--- src/design/pdm_pkg.sv ---
// pdm_pkg: shared constants, register codes and bundle types of the motor drive
`timescale 1ns / 1ps
package pdm_pkg;

    // fixed-point and duty limits
    localparam int FRAC_BITS = 8;
    localparam int DUTY_MAX  = 1000;

    // field widths
    localparam int ERR_W   = 16;
    localparam int GAIN_W  = 16;
    localparam int BOUND_W = 18;
    localparam int BASE_W  = 10;
    localparam int CTL_W   = 19;
    localparam int DUTY_W  = 10;
    localparam int IDX_W   = 3;
    localparam int CFG_W   = 18;

    // datapath widths
    localparam int SUM_W  = BOUND_W + 1;
    localparam int DIFF_W = ERR_W + 1;
    localparam int PP_W   = GAIN_W + ERR_W;
    localparam int PI_W   = GAIN_W + SUM_W;
    localparam int PD_W   = GAIN_W + DIFF_W;
    localparam int ACC_W  = PI_W + 2;
    localparam int DRV_W  = ((BASE_W + FRAC_BITS) > CTL_W ? (BASE_W + FRAC_BITS) : CTL_W) + 2;
    localparam int CMP_W  = 32;

    // register reset values
    localparam logic [BOUND_W-1:0] INTEGRAL_BOUND_RST = 18'd76800;
    localparam logic [BOUND_W-1:0] OUTPUT_BOUND_RST   = 18'd76800;
    localparam logic [BASE_W-1:0]  STRAIGHT_BASE_RST  = 10'd230;
    localparam logic [BASE_W-1:0]  CURVE_BASE_RST     = 10'd225;

    typedef enum logic [IDX_W-1:0] {
        REG_GAIN_P         = 3'd0,
        REG_GAIN_I         = 3'd1,
        REG_GAIN_D         = 3'd2,
        REG_INTEGRAL_BOUND = 3'd3,
        REG_OUTPUT_BOUND   = 3'd4,
        REG_STRAIGHT_BASE  = 3'd5,
        REG_CURVE_BASE     = 3'd6
    } pdm_reg_e;

    typedef struct packed {
        logic [GAIN_W-1:0]  gain_p;
        logic [GAIN_W-1:0]  gain_i;
        logic [GAIN_W-1:0]  gain_d;
        logic [BOUND_W-1:0] integral_bound;
        logic [BOUND_W-1:0] output_bound;
        logic [BASE_W-1:0]  straight_base;
        logic [BASE_W-1:0]  curve_base;
    } pdm_cfg_t;

    // pipeline stage loads
    typedef struct packed {
        logic s1_load;
        logic s2_load;
        logic s3_load;
    } pdm_ctrl_t;

    // integrator stage to control law stage
    typedef struct packed {
        logic [ERR_W-1:0]  error;
        logic [SUM_W-1:0]  sum;
        logic [DIFF_W-1:0] diff;
        logic              curve;
    } pdm_s1_t;

    typedef struct packed {
        logic [DUTY_W-1:0] duty;
        logic              forward;
    } pdm_cmd_t;

    typedef struct packed {
        logic [CTL_W-1:0]  control_out;
        logic [DUTY_W-1:0] left_duty;
        logic              left_forward;
        logic [DUTY_W-1:0] right_duty;
        logic              right_forward;
        logic              left_rejected;
        logic              right_rejected;
    } pdm_result_t;

endpackage

--- src/design/pid_differential_motor_drive.sv ---
// pid_differential_motor_drive: top level of the PID steering differential motor drive
`timescale 1ns / 1ps
//
//  channel | signals                                   | handshake
//  --------+-------------------------------------------+-----------------------
//  cfg     | cfg_we, cfg_index, cfg_wdata              | write on cfg_we, no wait
//  in      | steer_error, curve_mode                   | in_valid / in_ready
//  out     | control_out, left/right duty, forward,    | out_valid / out_ready
//          | left_rejected, right_rejected             |
//
//  Three register stages (input, gain products, result) carry each
//  transaction to the output; one transaction per cycle is sustained while
//  out_ready is high. Error sum and previous error update at input
//  acceptance, the motor commands at the result load.
//  Reset clears sum, previous error, both commands (stopped, forward) and all
//  stage valids; config returns to its defaults. A stall on out_ready holds
//  each full stage; in_ready drops only with all stages full and out_ready low.
//
module pid_differential_motor_drive
    import pdm_pkg::*;
(
    input  logic                    clk,
    input  logic                    rst_n,
    input  logic                    cfg_we,
    input  logic [IDX_W-1:0]        cfg_index,
    input  logic [CFG_W-1:0]        cfg_wdata,
    input  logic                    in_valid,
    output logic                    in_ready,
    input  logic signed [ERR_W-1:0] steer_error,
    input  logic                    curve_mode,
    output logic                    out_valid,
    input  logic                    out_ready,
    output logic signed [CTL_W-1:0] control_out,
    output logic [DUTY_W-1:0]       left_duty,
    output logic                    left_forward,
    output logic [DUTY_W-1:0]       right_duty,
    output logic                    right_forward,
    output logic                    left_rejected,
    output logic                    right_rejected
);

    pdm_cfg_t    cfg;
    pdm_ctrl_t   ctrl;
    pdm_s1_t     s1;
    pdm_result_t res;

    // stage valids
    logic v1_reg, v1_next;
    logic v2_reg, v2_next;
    logic v3_reg, v3_next;
    logic en1, en2, en3;

    // a stage may load when it is empty or its contents move on this cycle
    always_comb
    begin
        en3 = !v3_reg || out_ready;
        en2 = !v2_reg || en3;
        en1 = !v1_reg || en2;

        ctrl.s1_load = in_valid && en1;
        ctrl.s2_load = v1_reg && en2;
        ctrl.s3_load = v2_reg && en3;

        v1_next = en1 ? in_valid : v1_reg;
        v2_next = en2 ? v1_reg : v2_reg;
        v3_next = en3 ? v2_reg : v3_reg;
    end

    always_ff @(posedge clk or negedge rst_n)
    begin
        if (!rst_n)
        begin
            v1_reg <= 1'b0;
            v2_reg <= 1'b0;
            v3_reg <= 1'b0;
        end
        else
        begin
            v1_reg <= v1_next;
            v2_reg <= v2_next;
            v3_reg <= v3_next;
        end
    end

    pdm_cfg_regs u_cfg (
        .clk       (clk),
        .rst_n     (rst_n),
        .cfg_we    (cfg_we),
        .cfg_index (cfg_index),
        .cfg_wdata (cfg_wdata),
        .cfg       (cfg)
    );

    pdm_integrator u_integ (
        .clk            (clk),
        .rst_n          (rst_n),
        .ctrl           (ctrl),
        .steer_error    (steer_error),
        .curve_mode     (curve_mode),
        .integral_bound (cfg.integral_bound),
        .s1             (s1)
    );

    pdm_control_law u_law (
        .clk   (clk),
        .rst_n (rst_n),
        .ctrl  (ctrl),
        .s1    (s1),
        .cfg   (cfg),
        .res   (res)
    );

    assign in_ready       = en1;
    assign out_valid      = v3_reg;
    assign control_out    = res.control_out;
    assign left_duty      = res.left_duty;
    assign left_forward   = res.left_forward;
    assign right_duty     = res.right_duty;
    assign right_forward  = res.right_forward;
    assign left_rejected  = res.left_rejected;
    assign right_rejected = res.right_rejected;

    // backpressure reaches the input only with every stage full
    a_ready_full: assert property (@(posedge clk) disable iff (!rst_n)
        !in_ready |-> (v1_reg && v2_reg && v3_reg && !out_ready))
        else $error("input stalled with an empty stage");

    // clamped output never exceeds the output bound
    a_ctl_bound: assert property (@(posedge clk) disable iff (!rst_n)
        out_valid |-> ((CTL_W + 1)'(control_out) <= $signed({2'b00, cfg.output_bound})
                    && (CTL_W + 1)'(control_out) >= -$signed({2'b00, cfg.output_bound})))
        else $error("control_out outside output bound");

    // a transaction entering the result register is presented next cycle
    a_result_shown: assert property (@(posedge clk) disable iff (!rst_n)
        ctrl.s3_load |=> out_valid)
        else $error("result load without out_valid");

endmodule

--- src/design/pdm_cfg_regs.sv ---
// pdm_cfg_regs: configuration register file of the motor drive
`timescale 1ns / 1ps
module pdm_cfg_regs
    import pdm_pkg::*;
(
    input  logic             clk,
    input  logic             rst_n,
    input  logic             cfg_we,
    input  logic [IDX_W-1:0] cfg_index,
    input  logic [CFG_W-1:0] cfg_wdata,
    output pdm_cfg_t         cfg
);

    pdm_cfg_t cfg_reg;
    pdm_cfg_t cfg_next;

    always_comb
    begin
        cfg_next = cfg_reg;
        if (cfg_we)
        begin
            unique case (cfg_index)
                REG_GAIN_P:         cfg_next.gain_p         = cfg_wdata[GAIN_W-1:0];
                REG_GAIN_I:         cfg_next.gain_i         = cfg_wdata[GAIN_W-1:0];
                REG_GAIN_D:         cfg_next.gain_d         = cfg_wdata[GAIN_W-1:0];
                REG_INTEGRAL_BOUND: cfg_next.integral_bound = cfg_wdata[BOUND_W-1:0];
                REG_OUTPUT_BOUND:   cfg_next.output_bound   = cfg_wdata[BOUND_W-1:0];
                REG_STRAIGHT_BASE:  cfg_next.straight_base  = cfg_wdata[BASE_W-1:0];
                REG_CURVE_BASE:     cfg_next.curve_base     = cfg_wdata[BASE_W-1:0];
                default:            cfg_next = cfg_reg;   // unmapped index: ignored
            endcase
        end
    end

    always_ff @(posedge clk or negedge rst_n)
    begin
        if (!rst_n)
        begin
            cfg_reg.gain_p         <= '0;
            cfg_reg.gain_i         <= '0;
            cfg_reg.gain_d         <= '0;
            cfg_reg.integral_bound <= INTEGRAL_BOUND_RST;
            cfg_reg.output_bound   <= OUTPUT_BOUND_RST;
            cfg_reg.straight_base  <= STRAIGHT_BASE_RST;
            cfg_reg.curve_base     <= CURVE_BASE_RST;
        end
        else
        begin
            cfg_reg <= cfg_next;
        end
    end

    assign cfg = cfg_reg;

endmodule

--- src/design/pdm_integrator.sv ---
// pdm_integrator: clamped error sum, error difference and input stage register
`timescale 1ns / 1ps
module pdm_integrator
    import pdm_pkg::*;
(
    input  logic               clk,
    input  logic               rst_n,
    input  pdm_ctrl_t          ctrl,
    input  logic [ERR_W-1:0]   steer_error,
    input  logic               curve_mode,
    input  logic [BOUND_W-1:0] integral_bound,
    output pdm_s1_t            s1
);

    logic signed [SUM_W-1:0] error_sum_reg;
    logic signed [SUM_W-1:0] error_sum_next;
    logic [ERR_W-1:0]        prev_error_reg;
    pdm_s1_t                 s1_reg;
    pdm_s1_t                 s1_next;

    logic signed [SUM_W:0]    sum_raw;
    logic signed [SUM_W:0]    bound_s;
    logic signed [DIFF_W-1:0] diff;

    always_comb
    begin
        sum_raw = (SUM_W + 1)'(error_sum_reg) + (SUM_W + 1)'($signed(steer_error));
        bound_s = $signed({2'b00, integral_bound});
        if (sum_raw > bound_s)
            error_sum_next = SUM_W'(bound_s);
        else if (sum_raw < -bound_s)
            error_sum_next = SUM_W'(-bound_s);
        else
            error_sum_next = SUM_W'(sum_raw);

        diff = DIFF_W'($signed(steer_error)) - DIFF_W'($signed(prev_error_reg));

        s1_next.error = steer_error;
        s1_next.sum   = error_sum_next;
        s1_next.diff  = diff;
        s1_next.curve = curve_mode;
    end

    always_ff @(posedge clk or negedge rst_n)
    begin
        if (!rst_n)
        begin
            error_sum_reg  <= '0;
            prev_error_reg <= '0;
        end
        else if (ctrl.s1_load)
        begin
            error_sum_reg  <= error_sum_next;
            prev_error_reg <= steer_error;
        end
    end

    always_ff @(posedge clk)
    begin
        if (ctrl.s1_load)
            s1_reg <= s1_next;
    end

    assign s1 = s1_reg;

endmodule

--- src/design/pdm_control_law.sv ---
// pdm_control_law: gain products, output clamp, motor drives and command state
`timescale 1ns / 1ps
module pdm_control_law
    import pdm_pkg::*;
(
    input  logic        clk,
    input  logic        rst_n,
    input  pdm_ctrl_t   ctrl,
    input  pdm_s1_t     s1,
    input  pdm_cfg_t    cfg,
    output pdm_result_t res
);

    localparam logic signed [CMP_W-1:0] DUTY_LIM = CMP_W'(DUTY_MAX);

    // product stage
    logic signed [PP_W-1:0] p_prod_reg;
    logic signed [PI_W-1:0] i_prod_reg;
    logic signed [PD_W-1:0] d_prod_reg;
    logic                   curve_reg;

    // command state and result
    pdm_cmd_t    left_cmd_reg,  left_cmd_next;
    pdm_cmd_t    right_cmd_reg, right_cmd_next;
    pdm_result_t res_reg, res_next;

    logic signed [ACC_W-1:0] acc;
    logic signed [ACC_W-1:0] lim;
    logic signed [ACC_W-1:0] acc_c;
    logic signed [ACC_W-1:0] acc_bias;
    logic signed [ACC_W-1:0] ctl_full;
    logic signed [CTL_W-1:0] ctl;
    logic signed [DRV_W-1:0] base_s;
    logic signed [DRV_W-1:0] left_drive;
    logic signed [DRV_W-1:0] right_drive;
    logic                    left_rej;
    logic                    right_rej;

    // divide by 2^FRAC_BITS, truncating toward zero
    function automatic logic signed [DRV_W-1:0] drive_div(input logic signed [DRV_W-1:0] x);
        logic signed [DRV_W-1:0] bias;
        bias = x[DRV_W-1] ? DRV_W'((1 << FRAC_BITS) - 1) : '0;
        return (x + bias) >>> FRAC_BITS;
    endfunction

    function automatic logic drive_bad(input logic signed [DRV_W-1:0] d);
        logic signed [CMP_W-1:0] dx;
        dx = CMP_W'(d);
        return (dx > DUTY_LIM) || (dx < -DUTY_LIM);
    endfunction

    function automatic pdm_cmd_t drive_cmd(input logic signed [DRV_W-1:0] d);
        pdm_cmd_t                c;
        logic signed [DRV_W-1:0] mag;
        mag       = d[DRV_W-1] ? -d : d;
        c.duty    = DUTY_W'(mag);
        c.forward = ~d[DRV_W-1];
        return c;
    endfunction

    always_ff @(posedge clk)
    begin
        if (ctrl.s2_load)
        begin
            p_prod_reg <= $signed(cfg.gain_p) * $signed(s1.error);
            i_prod_reg <= $signed(cfg.gain_i) * $signed(s1.sum);
            d_prod_reg <= $signed(cfg.gain_d) * $signed(s1.diff);
            curve_reg  <= s1.curve;
        end
    end

    always_comb
    begin
        acc = ACC_W'(p_prod_reg) + ACC_W'(i_prod_reg) + ACC_W'(d_prod_reg);
        lim = $signed(ACC_W'(cfg.output_bound)) <<< FRAC_BITS;
        if (acc > lim)
            acc_c = lim;
        else if (acc < -lim)
            acc_c = -lim;
        else
            acc_c = acc;
        acc_bias = acc_c[ACC_W-1] ? ACC_W'((1 << FRAC_BITS) - 1) : '0;
        ctl_full = (acc_c + acc_bias) >>> FRAC_BITS;
        ctl      = CTL_W'(ctl_full);

        base_s = $signed(DRV_W'(curve_reg ? cfg.curve_base : cfg.straight_base)) <<< FRAC_BITS;
        left_drive  = drive_div(base_s + DRV_W'(ctl));
        right_drive = drive_div(base_s - DRV_W'(ctl));
        left_rej    = drive_bad(left_drive);
        right_rej   = drive_bad(right_drive);

        // a rejected drive stops its motor in curve mode and holds the last command otherwise
        if (!left_rej)
            left_cmd_next = drive_cmd(left_drive);
        else if (curve_reg)
            left_cmd_next = '{duty: '0, forward: 1'b1};
        else
            left_cmd_next = left_cmd_reg;

        if (!right_rej)
            right_cmd_next = drive_cmd(right_drive);
        else if (curve_reg)
            right_cmd_next = '{duty: '0, forward: 1'b1};
        else
            right_cmd_next = right_cmd_reg;

        res_next.control_out    = ctl;
        res_next.left_duty      = left_cmd_next.duty;
        res_next.left_forward   = left_cmd_next.forward;
        res_next.right_duty     = right_cmd_next.duty;
        res_next.right_forward  = right_cmd_next.forward;
        res_next.left_rejected  = left_rej;
        res_next.right_rejected = right_rej;
    end

    always_ff @(posedge clk or negedge rst_n)
    begin
        if (!rst_n)
        begin
            left_cmd_reg  <= '{duty: '0, forward: 1'b1};
            right_cmd_reg <= '{duty: '0, forward: 1'b1};
        end
        else if (ctrl.s3_load)
        begin
            left_cmd_reg  <= left_cmd_next;
            right_cmd_reg <= right_cmd_next;
        end
    end

    always_ff @(posedge clk)
    begin
        if (ctrl.s3_load)
            res_reg <= res_next;
    end

    assign res = res_reg;

    // rejected motor in curve mode ends stopped
    a_curve_reject_stops: assert property (@(posedge clk) disable iff (!rst_n)
        (ctrl.s3_load && curve_reg && left_rej)
        |=> (left_cmd_reg.duty == '0 && left_cmd_reg.forward))
        else $error("left motor not stopped after curve-mode rejection");

    // commands only move when a transaction leaves the last stage
    a_cmd_hold: assert property (@(posedge clk) disable iff (!rst_n)
        !ctrl.s3_load |=> ($stable(left_cmd_reg) && $stable(right_cmd_reg)))
        else $error("motor command changed without a transaction");

endmodule
--- config.mk ---
export PLATFORM = sky130hd
export DESIGN_NAME = pid_differential_motor_drive
export DESIGN_NICKNAME = d
export VERILOG_FILES = /design/src/design/pdm_pkg.sv /design/src/design/pid_differential_motor_drive.sv /design/src/design/pdm_cfg_regs.sv /design/src/design/pdm_integrator.sv /design/src/design/pdm_control_law.sv
export SDC_FILE = /design/constraint.sdc
export NUM_CORES = 2
export LEC_CHECK = 0
export BUFFER_PORTS_ARGS = -buffer_cell sky130_fd_sc_hd__buf_2
export CAP_MARGIN = 10
export CORE_MARGIN = 2
export CORE_UTILIZATION = 51
export DETAILED_ROUTE_END_ITERATION = 10
export GPL_ROUTABILITY_DRIVEN = 0
export PLACE_DENSITY = 0.79
export SLEW_MARGIN = 10
export SYNTH_ARGS = -nofsm -noshare
export SYNTH_HDL_FRONTEND = slang
export SYNTH_SLANG_ARGS = --single-unit
--- constraint.sdc ---
create_clock -name clk -period 13.87 [get_ports clk]
set_input_delay 1.387 -clock clk [delete_from_list [all_inputs] [get_ports clk]]
set_output_delay 1.387 -clock clk [all_outputs]
set_load 0.02 [all_outputs]
==> reports/qor.csv <==
metric;value;unit
syn_inst;5616;
antenna_left;0;
nets;6983;
layout_min_cycle_time;13.28;ns
num_rows;120;
antenna_found_initial;17;
fin_ws;0.588;ns
dp_hpwl;110000;um
clk_pin_slew;0.06;ns
clkLatencyLatePin;0.59;ns
postSynthAreaPerCell;9.75;um2
placed_cell_area;56600;um2
outcome;complete, no violations;
synthFlopType;edfxtp_1;
path_common_cell;ha_1;
hold_path_class;reg2reg;
crit_fanout;13;
clk_path_buf_depth;3;
root_buffer;clkbuf_16;
post-place-ws;-0.531;ns
critPathArrivalTime;13.62;ns
area_delta_synth_final;6.32;%
htree_levels;2;
synth-seq-cells;361;
viasPerCell;5.70;
largest_reg_flops;104;
hold_violations;0;
cts_tree;built;
ios;88;
io_buffers;87;
fmax;0.0753;GHz
wl;137000;um
first_global_vias;42900;
fin_skew;0.0375;ns
drive_above_1_share;8.43;%
ys_types;125;
cts_buffers;41;
relSlewSlack;30.3;%
clock-sinks;361;
syn_area;54800;um2
core_area;107000;um2
grt_max_degree;80;
die-area;110000;um2
initial_utilization;51.3;%
stdcell_area;58200;um2
synthArstFlopShare;45.4;%
tightestPinTransition;1.05;ns
die_w;332;um
ys_warn_count;0;
synth_fp_nets;6986;
drt_first_pass_iters;7;
wl_per_cell;19.4;um
synth.yosys.seq_area_share;18.3;%
critical_path_required;14.21;ns
worst-setup-path-type;reg2reg;
period_share;95.8;%
overflow;0;
start_kind;register;
worstSetupEndpointType;register;
holdBufCountCts;0;
drcViolationCount;0;
dp_cells;6965;
cp_slowest_stage_delay;0.57;ns
die_h;332;um
grt_pass1_wl;226000;um
drv_slew;0;
fin_cells;7054;
critPathSlowestCell;or4_4;
grt_use_total;25.7;%
cap_violations;0;
dr_total_vias;40200;
setup_viol;0;
drt_first_iter_violations;3403;
synth_edf_count;197;
kinds of logic after synthesis:
family	count (synthesis)	share of synthesized area, %
DFF	361	18.3
muxes	155	3.20
adders and majority gates	1327	42.4
AOI/OAI and AO/OA	733	9.26
xor gates and xnor gates	256	4.17
buffers and inverters	1268	8.77
and+or+nand+nor	1516	13.9
cell usage after synthesis, drive strengths merged (143+ instances only):
library cell  instances  area (um2)
nor2                145         547
nand2               647        2440
clkbuf              168         631
dfrtp               145        3630
edfxtp              197        5920
a21oi               196        1010
inv                1077        4040
ha                  446        5580
o21ai               143         731
fa                  881       17600
xnor2               195        1720
and2                339        2120
stage by stage:
stage          util (%)  hold slack, ns  TNS, ns
6_report           54.5           0.420        0
3_3_place_gp       53.0           0.400  -0.0341
2_1_floorplan         -           0.400        0
5_1_grt            54.5           0.435  -0.0345
4_1_cts            54.4           0.423        0
3_5_place_dp       53.0           0.406    -8.75
what timing repair did:
action	4_1_cts	5_1_grt
gates resized for setup	7	28
setup buffers	0	8
setup endpoints to repair	30	46
pin swaps	1	7
layout make-up:
type | count | area, um2
clock inverters | 24 | 272
multi-input cells | 3987 | 40100
fillers | 9037 | 48500
well taps | 1403 | 1760
diodes | 6 | 15.0
flip-flops and latches | 361 | 10000
repair buffers | 142 | 858
inverters | 1080 | 4070
clock buffers | 51 | 1140
cell usage in the layout (no fill, tap or decap), types with 25 or more instances in the layout:
cell type / count
o21ai_0: 125
mux2_2: 118
nand2_1: 643
a21oi_1: 188
edfxtp_1: 197
nor2b_1: 29
buf_4: 54
and3_1: 33
a31oi_1: 25
and2_1: 336
fa_1: 881
nand2b_1: 67
buf_2: 86
nand3_1: 56
xor2_1: 57
clkbuf_16: 42
nor3_1: 55
o21bai_1: 63
mux2i_1: 27
inv_1: 1073
o21a_1: 39
a21o_1: 64
xnor2_1: 193
nor2_1: 142
nand4_1: 30
ha_1: 445
dfrtp_1: 145
o211ai_1: 30
worst max-delay path, delay by kind of cell, from the launching register on:
family	cells	cell delay, ns
flops	1	0.39
simple gates	22	4.59
xor+xnor	2	0.32
buf+inv	6	0.90
fa+ha+maj	7	2.40
compound gates	16	3.94
mux	2	0.47
final timing paths:
kind                                               start                   endpoint  slack, ns  cells after the start
max                        u_law.d_prod_reg[1]$_DFFE_PP_    u_law.res[12]$_DFFE_PP_       0.59                     55
min                              u_integ.s1[0]$_DFFE_PP_  u_law.curve_reg$_DFFE_PP_       0.42                      0
max reg2reg                u_law.d_prod_reg[1]$_DFFE_PP_    u_law.res[12]$_DFFE_PP_       0.59                     55
min reg2reg                      u_integ.s1[0]$_DFFE_PP_  u_law.curve_reg$_DFFE_PP_       0.42                      0
max in group asynchronous                          rst_n  u_cfg.cfg[53]$_DFFE_PN0P_      11.15                      3
min in group asynchronous                          rst_n  u_cfg.cfg[20]$_DFFE_PN0P_       0.76                      1
routing by layer:
layer | track usage [%] | part of all wire (%)
met4 | 13.1 | 5.8
met2 | 42.2 | 47
met3 | 5.20 | 8.0
met5 | 0 | 0.067
met1 | 32.3 | 39
Power is not shown: default switching activity piles up to over one toggle a cycle in this logic, so the estimate is an artifact.
